==> src/rtl/core/imm_pkg.sv <==
// Package for the integer matrix multiply core: widths, codes, state
// encoding and the command/status structs shared by controller and datapath.
// No dependencies.
`default_nettype none

package imm_pkg;

	localparam int IDX_W      = 3;
	localparam int MAX_DIM    = 1 << IDX_W;
	localparam int ADDR_W     = 2 * IDX_W;
	localparam int STORE_DEPTH = MAX_DIM * MAX_DIM;
	localparam int DIM_W      = 4;
	localparam int DATA_W     = 32;
	localparam int KIND_W     = 2;
	localparam int CFG_IDX_W  = 2;

	localparam int FIELD_W    = 2 * IDX_W + DATA_W;
	localparam int TDATA_W    = ((FIELD_W + 7) / 8) * 8;
	localparam int PAD_W      = TDATA_W - FIELD_W;

	typedef enum logic [KIND_W-1:0] {
		KIND_LOAD_A  = 2'd0,
		KIND_LOAD_B  = 2'd1,
		KIND_COMPUTE = 2'd2
	} kind_t;

	typedef enum logic [CFG_IDX_W-1:0] {
		REG_ROWS_A    = 2'd0,
		REG_INNER_DIM = 2'd1,
		REG_COLS_B    = 2'd2
	} cfg_reg_t;

	typedef enum logic [1:0] {
		ST_IDLE  = 2'd0,
		ST_ISSUE = 2'd1,
		ST_WAIT  = 2'd2
	} state_t;

	typedef struct packed {
		logic             we_a;
		logic             we_b;
		logic             beat;
		logic             first;
		logic             lastk;
		logic             zero;
		logic             elem_last;
		logic [IDX_W-1:0] row;
		logic [IDX_W-1:0] col;
		logic [IDX_W-1:0] k;
	} cmd_t;

	typedef struct packed {
		logic out_taken;
	} status_t;

	function automatic logic [DIM_W-1:0] clamp_dim(input logic [DIM_W-1:0] d);
		logic [DIM_W-1:0] lim;
		lim = DIM_W'(MAX_DIM);
		return (d > lim) ? lim : d;
	endfunction

endpackage

`default_nettype wire

==> src/rtl/core/integer_matrix_multiply_core.sv <==
// Integer matrix multiply core: C = A x B over two 8x8 element stores.
// Depends on imm_pkg, imm_ctrl and imm_dp (which holds two imm_ram stores).
//
// Input channel (s_*): one beat per item. tuser carries the kind: load an
// element of A, load an element of B, or compute. A load writes its value at
// (row, col); kind 3 is dropped. A compute beat starts a
// run that emits rows_a * cols_b product beats in row-major order on the
// output channel (m_*), m_tlast set on the final beat. Runs with zero rows or
// zero columns emit nothing; dimensions above 8 act as 8.
// Each product element issues max(inner_dim, 1) store reads through the
// single read port of each store, then passes through the read, multiply
// and accumulate registers before its beat is presented; the next element
// is started once that beat is taken. s_tready is low for the whole run.
// When the receiver stalls, the beat is held in the output register and the
// element walk waits.
// Configuration (cfg_*): index 0 rows_a, 1 inner_dim, 2 cols_b; always ready.
// The user must write it only while no run is active; the block does not enforce this.
// Reset clears the control state and sets all three dimensions to 8; store
// contents are undefined until loaded.
`default_nettype none

module integer_matrix_multiply_core (
	input  wire logic                          clk,
	input  wire logic                          arst_n,
	input  wire logic                          s_tvalid,
	output logic                               s_tready,
	// [2:0] row, [5:3] col, [37:6] value, upper bits zero
	input  wire logic [imm_pkg::TDATA_W-1:0]   s_tdata,
	// [1:0] kind
	input  wire logic [imm_pkg::KIND_W-1:0]    s_tuser,
	output logic                               m_tvalid,
	input  wire logic                          m_tready,
	// [2:0] out_row, [5:3] out_col, [37:6] product, upper bits zero
	output logic [imm_pkg::TDATA_W-1:0]        m_tdata,
	output logic                               m_tlast,
	input  wire logic                          cfg_valid,
	output logic                               cfg_ready,
	input  wire logic [imm_pkg::CFG_IDX_W-1:0] cfg_index,
	input  wire logic [imm_pkg::DIM_W-1:0]     cfg_data
);

	import imm_pkg::*;

	cmd_t              cmd;
	status_t           status;
	logic [IDX_W-1:0]  in_row, in_col, out_row, out_col;
	logic [DATA_W-1:0] in_value, product;

	assign in_row   = s_tdata[IDX_W-1:0];
	assign in_col   = s_tdata[2*IDX_W-1:IDX_W];
	assign in_value = s_tdata[FIELD_W-1:2*IDX_W];

	imm_ctrl u_ctrl (
		.clk       (clk),
		.arst_n    (arst_n),
		.s_tvalid  (s_tvalid),
		.s_tready  (s_tready),
		.kind      (s_tuser),
		.cfg_valid (cfg_valid),
		.cfg_ready (cfg_ready),
		.cfg_index (cfg_index),
		.cfg_data  (cfg_data),
		.status    (status),
		.cmd       (cmd)
	);

	imm_dp u_dp (
		.clk      (clk),
		.arst_n   (arst_n),
		.in_row   (in_row),
		.in_col   (in_col),
		.in_value (in_value),
		.cmd      (cmd),
		.status   (status),
		.m_tvalid (m_tvalid),
		.m_tready (m_tready),
		.out_row  (out_row),
		.out_col  (out_col),
		.product  (product),
		.last     (m_tlast)
	);

	assign m_tdata = {{PAD_W{1'b0}}, product, out_col, out_row};

endmodule

`default_nettype wire

==> src/rtl/core/imm_ram.sv <==
// Generic single-write, single-read RAM with registered read data.
// No dependencies.
`default_nettype none

module imm_ram #(
	parameter int WIDTH = 32,
	parameter int DEPTH = 64
) (
	input  wire logic                     clk,
	input  wire logic                     we,
	input  wire logic [$clog2(DEPTH)-1:0] waddr,
	input  wire logic [WIDTH-1:0]         wdata,
	input  wire logic [$clog2(DEPTH)-1:0] raddr,
	output logic      [WIDTH-1:0]         rdata
);

	logic [WIDTH-1:0] mem_q [DEPTH];

	always_ff @(posedge clk) begin
		if (we) begin
			mem_q[waddr] <= wdata;
		end
		rdata <= mem_q[raddr];
	end

endmodule

`default_nettype wire

==> src/rtl/core/imm_ctrl.sv <==
// Controller: configuration registers, input acceptance and the i/j/k walk
// that sequences the datapath. Depends on imm_pkg.
`default_nettype none

module imm_ctrl (
	input  wire logic                          clk,
	input  wire logic                          arst_n,
	input  wire logic                          s_tvalid,
	output logic                               s_tready,
	input  wire logic [imm_pkg::KIND_W-1:0]    kind,
	input  wire logic                          cfg_valid,
	output logic                               cfg_ready,
	input  wire logic [imm_pkg::CFG_IDX_W-1:0] cfg_index,
	input  wire logic [imm_pkg::DIM_W-1:0]     cfg_data,
	input  wire imm_pkg::status_t              status,
	output imm_pkg::cmd_t                      cmd
);

	import imm_pkg::*;

	state_t           st_q, st_next;
	logic [DIM_W-1:0] rows_a_q, inner_dim_q, cols_b_q;
	logic [DIM_W-1:0] nr, nk, nc;
	logic [IDX_W-1:0] i_q, j_q, k_q;
	logic             row_end, col_end, k_end, nk_zero, start;

	assign nr = clamp_dim(rows_a_q);
	assign nk = clamp_dim(inner_dim_q);
	assign nc = clamp_dim(cols_b_q);

	assign row_end = DIM_W'(i_q) == nr - DIM_W'(1);
	assign col_end = DIM_W'(j_q) == nc - DIM_W'(1);
	assign nk_zero = nk == '0;
	assign k_end   = nk_zero || (DIM_W'(k_q) == nk - DIM_W'(1));
	assign start   = s_tvalid && s_tready && (kind_t'(kind) == KIND_COMPUTE)
		&& (nr != '0) && (nc != '0);

	assign cfg_ready = 1'b1;

	always_ff @(posedge clk or negedge arst_n) begin
		if (!arst_n) begin
			rows_a_q    <= DIM_W'(MAX_DIM);
			inner_dim_q <= DIM_W'(MAX_DIM);
			cols_b_q    <= DIM_W'(MAX_DIM);
		end else if (cfg_valid && cfg_ready) begin
			case (cfg_reg_t'(cfg_index))
				REG_ROWS_A:    rows_a_q    <= cfg_data;
				REG_INNER_DIM: inner_dim_q <= cfg_data;
				REG_COLS_B:    cols_b_q    <= cfg_data;
				default: ;
			endcase
		end
	end

	always_ff @(posedge clk or negedge arst_n) begin
		if (!arst_n) begin
			st_q <= ST_IDLE;
			i_q  <= '0;
			j_q  <= '0;
			k_q  <= '0;
		end else begin
			st_q <= st_next;
			if (start) begin
				i_q <= '0;
				j_q <= '0;
				k_q <= '0;
			end else if (st_q == ST_ISSUE) begin
				k_q <= k_end ? '0 : k_q + IDX_W'(1);
			end else if (st_q == ST_WAIT && status.out_taken) begin
				if (col_end) begin
					j_q <= '0;
					i_q <= i_q + IDX_W'(1);
				end else begin
					j_q <= j_q + IDX_W'(1);
				end
			end
		end
	end

	always_comb begin
		st_next  = st_q;
		s_tready = 1'b0;
		cmd      = '0;
		cmd.row  = i_q;
		cmd.col  = j_q;
		cmd.k    = k_q;
		case (st_q)
			ST_IDLE: begin
				s_tready = 1'b1;
				if (s_tvalid) begin
					case (kind_t'(kind))
						KIND_LOAD_A: cmd.we_a = 1'b1;
						KIND_LOAD_B: cmd.we_b = 1'b1;
						KIND_COMPUTE: begin
							if ((nr != '0) && (nc != '0)) begin
								st_next = ST_ISSUE;
							end
						end
						default: ;
					endcase
				end
			end
			ST_ISSUE: begin
				cmd.beat      = 1'b1;
				cmd.first     = k_q == '0;
				cmd.zero      = nk_zero;
				cmd.lastk     = k_end;
				cmd.elem_last = row_end && col_end;
				if (k_end) begin
					st_next = ST_WAIT;
				end
			end
			ST_WAIT: begin
				if (status.out_taken) begin
					st_next = (row_end && col_end) ? ST_IDLE : ST_ISSUE;
				end
			end
			default: st_next = ST_IDLE;
		endcase
	end

	assert property (@(posedge clk) disable iff (!arst_n)
		cmd.beat |-> !s_tready && !cmd.we_a && !cmd.we_b)
		else $error("beat issued while loads are accepted");
	assert property (@(posedge clk) disable iff (!arst_n)
		(st_q == ST_ISSUE) && k_end |=> (st_q == ST_WAIT) && (k_q == '0))
		else $error("inner walk did not close on its last beat");
	assert property (@(posedge clk) disable iff (!arst_n)
		start |=> (st_q == ST_ISSUE) && (i_q == '0) && (j_q == '0))
		else $error("compute run did not start at the first element");

endmodule

`default_nettype wire

==> src/rtl/core/imm_dp.sv <==
// Datapath: A and B element stores, multiply stage, accumulator and the
// output register. Depends on imm_pkg and imm_ram.
`default_nettype none

module imm_dp (
	input  wire logic                        clk,
	input  wire logic                        arst_n,
	input  wire logic [imm_pkg::IDX_W-1:0]   in_row,
	input  wire logic [imm_pkg::IDX_W-1:0]   in_col,
	input  wire logic [imm_pkg::DATA_W-1:0]  in_value,
	input  wire imm_pkg::cmd_t               cmd,
	output imm_pkg::status_t                 status,
	output logic                             m_tvalid,
	input  wire logic                        m_tready,
	output logic [imm_pkg::IDX_W-1:0]        out_row,
	output logic [imm_pkg::IDX_W-1:0]        out_col,
	output logic [imm_pkg::DATA_W-1:0]       product,
	output logic                             last
);

	import imm_pkg::*;

	logic [ADDR_W-1:0] waddr, raddr_a, raddr_b;
	logic [DATA_W-1:0] a_s1, b_s1, mul_c, mul_s2, acc_q, acc_sum;
	logic              valid_s1, first_s1, lastk_s1, zero_s1, elast_s1;
	logic              valid_s2, first_s2, lastk_s2, zero_s2, elast_s2;
	logic [IDX_W-1:0]  row_s1, col_s1, row_s2, col_s2;
	logic              m_tvalid_q, last_q;
	logic [IDX_W-1:0]  out_row_q, out_col_q;
	logic [DATA_W-1:0] out_product_q;

	assign waddr   = {in_row, in_col};
	assign raddr_a = {cmd.row, cmd.k};
	assign raddr_b = {cmd.k, cmd.col};

	imm_ram #(.WIDTH(DATA_W), .DEPTH(STORE_DEPTH)) u_store_a (
		.clk   (clk),
		.we    (cmd.we_a),
		.waddr (waddr),
		.wdata (in_value),
		.raddr (raddr_a),
		.rdata (a_s1)
	);

	imm_ram #(.WIDTH(DATA_W), .DEPTH(STORE_DEPTH)) u_store_b (
		.clk   (clk),
		.we    (cmd.we_b),
		.waddr (waddr),
		.wdata (in_value),
		.raddr (raddr_b),
		.rdata (b_s1)
	);

	assign mul_c   = zero_s1 ? '0 : a_s1 * b_s1;
	assign acc_sum = (first_s2 ? '0 : acc_q) + mul_s2;

	always_ff @(posedge clk or negedge arst_n) begin
		if (!arst_n) begin
			valid_s1   <= 1'b0;
			valid_s2   <= 1'b0;
			m_tvalid_q <= 1'b0;
		end else begin
			valid_s1 <= cmd.beat;
			valid_s2 <= valid_s1;
			if (valid_s2 && lastk_s2) begin
				m_tvalid_q <= 1'b1;
			end else if (m_tready) begin
				m_tvalid_q <= 1'b0;
			end
		end
	end

	always_ff @(posedge clk) begin
		first_s1 <= cmd.first;
		lastk_s1 <= cmd.lastk;
		zero_s1  <= cmd.zero;
		elast_s1 <= cmd.elem_last;
		row_s1   <= cmd.row;
		col_s1   <= cmd.col;
		mul_s2   <= mul_c;
		first_s2 <= first_s1;
		lastk_s2 <= lastk_s1;
		zero_s2  <= zero_s1;
		elast_s2 <= elast_s1;
		row_s2   <= row_s1;
		col_s2   <= col_s1;
		if (valid_s2) begin
			acc_q <= acc_sum;
		end
		if (valid_s2 && lastk_s2) begin
			out_product_q <= acc_sum;
			out_row_q     <= row_s2;
			out_col_q     <= col_s2;
			last_q        <= elast_s2;
		end
	end

	assign m_tvalid         = m_tvalid_q;
	assign out_row          = out_row_q;
	assign out_col          = out_col_q;
	assign product          = out_product_q;
	assign last             = last_q;
	assign status.out_taken = m_tvalid_q && m_tready;

	assert property (@(posedge clk) disable iff (!arst_n)
		valid_s2 && lastk_s2 |-> !m_tvalid_q)
		else $error("result overwrites an undelivered beat");
	assert property (@(posedge clk) disable iff (!arst_n)
		m_tvalid_q |-> !valid_s1 && !valid_s2)
		else $error("pipeline busy while a result waits");
	assert property (@(posedge clk) disable iff (!arst_n)
		valid_s2 && zero_s2 |-> first_s2 && lastk_s2)
		else $error("empty inner sum spans more than one beat");

endmodule

`default_nettype wire
==> config.mk <==
export PLATFORM = sky130hd
export DESIGN_NAME = integer_matrix_multiply_core
export DESIGN_NICKNAME = d
export VERILOG_FILES = /design/src/rtl/core/imm_pkg.sv /design/src/rtl/core/integer_matrix_multiply_core.sv /design/src/rtl/core/imm_ram.sv /design/src/rtl/core/imm_ctrl.sv /design/src/rtl/core/imm_dp.sv
export SDC_FILE = /design/constraint.sdc
export NUM_CORES = 2
export LEC_CHECK = 0
export BUFFER_PORTS_ARGS = -buffer_cell sky130_fd_sc_hd__clkbuf_2
export CORE_MARGIN = 2
export CORE_UTILIZATION = 30
export CTS_BUF_LIST = sky130_fd_sc_hd__clkbuf_4 sky130_fd_sc_hd__clkbuf_8
export DETAILED_ROUTE_END_ITERATION = 6
export SLEW_MARGIN = 25
export SYNTH_ARGS = -nofsm -noshare
export SYNTH_HDL_FRONTEND = slang
export SYNTH_HIERARCHICAL = 1
export SYNTH_SLANG_ARGS = --single-unit
==> constraint.sdc <==
create_clock -name clk -period 7.44 [get_ports clk]
set_input_delay 1.488 -clock clk [delete_from_list [all_inputs] [get_ports clk]]
set_output_delay 1.488 -clock clk [all_outputs]
set_load 0.01 [all_outputs]
==> flow_summary.yaml <==
outcome:
  status: "complete, no violations"
sta:
  tns_ns: 0
  finalSetupViolCount: 0
  grt_setup_unrepaired: "false"
  slew_headroom: 0.124
  worst_pin_slew_ns: 1.31
  fin_crit_sh: 0.957
  fmax_ghz: 0.140
  holdWs_ns: 0.297
  fin_crit_ns: 7.12
  drv_slew: 0
  hold_viol: 0
  skew_ns: 0.125
synth:
  netlist_area_mm2: 0.179
  ys_seq_elements: 4308
  synth_flop_cell: "edfxtp_1"
  synthCells: 8961
  async_flop_share: 0.00604
  ys_types: 83
  yosysSeqAreaShare: 0.714
  synth_edf_count: 4167
  ys_warn_count: 6
  postSynthAreaPerCell_um2: 20.0
clock_tree:
  cts_buffers: 686
  htreeDepth: 6
  clock-sinks: 4308
  clk_latency_ns: 1.28
  cts_buffer_depth: 4
  post_cts_buffers: 0
  cts_root_buf: "clkbuf_8"
  cts_hold_buf: 0
  clk_pin_slew_ns: 0.06
  cts_tree: "done"
  cts_resized: 0
detailed_routing:
  avgViaCountPerCell: 4.99
  vias: 90000
  wl_per_cell_um: 26.5
  first_pass_iters: 6
  drc: 0
  drtIter0Drc: 9281
  drt_wl_total_um: 479000
  ant_nets: 0
critical_path:
  cp.required_ns: 8.50
  crit_chain: "buf_4, and2_1, fa_1, fa_1, inv_1, fa_1, fa_1, fa_1, inv_1, fa_1, fa_1, fa_1, ha_1, and4_1, a31oi_1, o211ai_1, a22o_1, a311oi_1, buf_4, o21ai_0, xnor2_1, nor2_1"
  ff2ff_path_depth: 22
  cp_max_fo: 14
  cp.arrival_ns: 8.18
  cpMostUsedCell: "fa_1"
  r2r_slack_ns: 0.32
  worstReg2RegStart: "u_dp/u_store_a/rdata[7]"
  r2r-end: "u_dp/mul_s2[31]"
  critPathBufInv: 4
  crit_path_end_kind: "flop"
  slowest_stage: "dfxtp_1"
  crit_type: "reg -> reg"
  max_stage_delay_ns: 0.67
  path_delay_family: "adder cells"
  start_kind: "flop"
global_routing:
  antenna_found_initial: 47
  grt_pass1_wl_um: 678000
  grt_pass1_vias: 91900
  track_usage: 0.154
  grt_start_max_net_pins: 114
  gr-total-overflow: 0
die:
  die_area_mm2: 0.604
  dieHeight_um: 777
  initial_core_util: 0.301
  chipWidth_um: 777
  io_pins: 97
  rows: 284
  design.core.area_mm2: 0.597
placement:
  gp_congestion: 0.819
  dp.cells: 16800
  io_buffers: 91
  dpl.hpwl_um: 288000
run:
  drv_cap: 0
cells_and_area:
  final_common_cell: "edfxtp_1"
  drive_gt1_frac: 0.272
  layout_common_cells: "edfxtp_1 (4,167), mux4_2 (1,088), clkbuf_8 (695)"
  areaGrowthSynthToFinish_pct: 14.3
  layout.cells.non_filler: 18000
  fin_nets: 10200
hold_path:
  hp-class: "in -> async"
power_and_ir_drop:
  peakVddDrop_v: 0.000196
  power.density_mw_per_mm2: 229
  power.leakage_nw: 66.6
[layer usage]
metal | GRT usage | vias to the layer above | wire (µm)
li1 | - | 37200 | -
met1 | 0.205 | 48600 | 193000
met2 | 0.256 | 3486 | 233000
met3 | 0.0283 | 722 | 35900
met4 | 0.0516 | 20 | 16200
met5 | 0 | - | 115
[sequential cells by signal, indices dropped and copies added (netlist names), 2 cells and up]
name and flops:
u_ctrl/cols_b_q 4, u_ctrl/i_q 3, u_ctrl/inner_dim_q 4, u_ctrl/j_q 3, u_ctrl/k_q 3, u_ctrl/rows_a_q 4, u_ctrl/st_q 2, u_dp/acc_q 32
u_dp/col_s1 3, u_dp/col_s2 3, u_dp/mul_s2 32, u_dp/out_col 3, u_dp/out_row 3, u_dp/product 32, u_dp/row_s1 3, u_dp/row_s2 3
u_dp/u_store_a/mem_q 2048, u_dp/u_store_a/rdata 32, u_dp/u_store_b/mem_q 2048, u_dp/u_store_b/rdata 32
[synthesized netlist by cell type (72+ instances only)]
master | n | area (µm²)
and2_1 | 321 | 2010
mux4_2 | 1088 | 24500
ha_1 | 164 | 2050
dfxtp_1 | 115 | 2300
nor2b_1 | 72 | 450
fa_1 | 409 | 8190
o22ai_1 | 169 | 1060
xnor2_1 | 80 | 701
mux2i_1 | 186 | 1860
buf_2 | 114 | 571
clkbuf_1 | 251 | 942
edfxtp_1 | 4167 | 125000
a21oi_1 | 170 | 851
nand2_1 | 306 | 1150
nor2_1 | 333 | 1250
inv_1 | 391 | 1470
[per-stage QoR]
stage / utilization / area [µm²] / power, mW / setup WS [ns]
4_1_cts: 0.343 / 205000 / 47.5 / 0.208
6_report: 0.344 / 205000 / 47.0 / 0.322
3_3_place_gp: 0.321 / 191000 / 27.7 / 0.218
3_5_place_dp: 0.321 / 192000 / 27.7 / 0.222
5_1_grt: 0.344 / 205000 / 48.5 / 0.00471
2_1_floorplan: - / 179000 / 27.2 / 0.605
[area by class of cell]
cell class | count | area, µm²
diodes | 36 | 90.1
clock buffers | 925 | 11300
clock inverters | 304 | 2050
fillers | 55800 | 392000
inverters | 391 | 1470
multi-input cells | 3791 | 48700
flip-flops and latches | 4308 | 128000
well taps | 7865 | 9840
repair buffers | 419 | 3610
[cells by family (layout without fill, tap and decap cells)]
logic type | after synthesis | count (layout) | share of synthesized area
AND/OR/NAND/NOR | 1227 | 1227 | 0.0340
buffers and inverters | 863 | 2039 | 0.0204
AO/OA/AOI/OAI | 593 | 593 | 0.0218
multiplexers | 1286 | 1286 | 0.148
XOR/XNOR | 109 | 109 | 0.00540
flip-flops | 4308 | 4308 | 0.714
other | 2 | 39 | 0.0000418
adder cells (fa/ha/maj) | 573 | 573 | 0.0571
[worst max-delay path by stage]
stage          depth (start not counted)                     from              end  slack [ns]
2_1_floorplan                         23  u_dp/u_store_b/rdata[2]  u_dp/mul_s2[31]        0.61
4_1_cts                               20  u_dp/u_store_b/rdata[9]  u_dp/mul_s2[31]        0.21
3_3_place_gp                          24  u_dp/u_store_b/rdata[8]  u_dp/mul_s2[31]        0.22
6_report                              22  u_dp/u_store_a/rdata[7]  u_dp/mul_s2[31]        0.32
3_5_place_dp                          20  u_dp/u_store_b/rdata[9]  u_dp/mul_s2[31]        0.22
5_1_grt                               22  u_dp/u_store_a/rdata[8]  u_dp/mul_s2[31]       0.005
[where the power goes]
| part | total [mW] | internal, mW | leakage, nW | switching [mW] |
|---|---|---|---|---|
| clock network | 19.8 | 10.3 | 7.08 | 9.52 |
| logic | 0.555 | 0.0703 | 20.8 | 0.485 |
| registers | 26.6 | 26.6 | 38.7 | 0.0139 |
| total | 47.0 | 37.0 | 66.6 | 10.0 |
No activity file was read; power rests on OpenSTA's default activity.
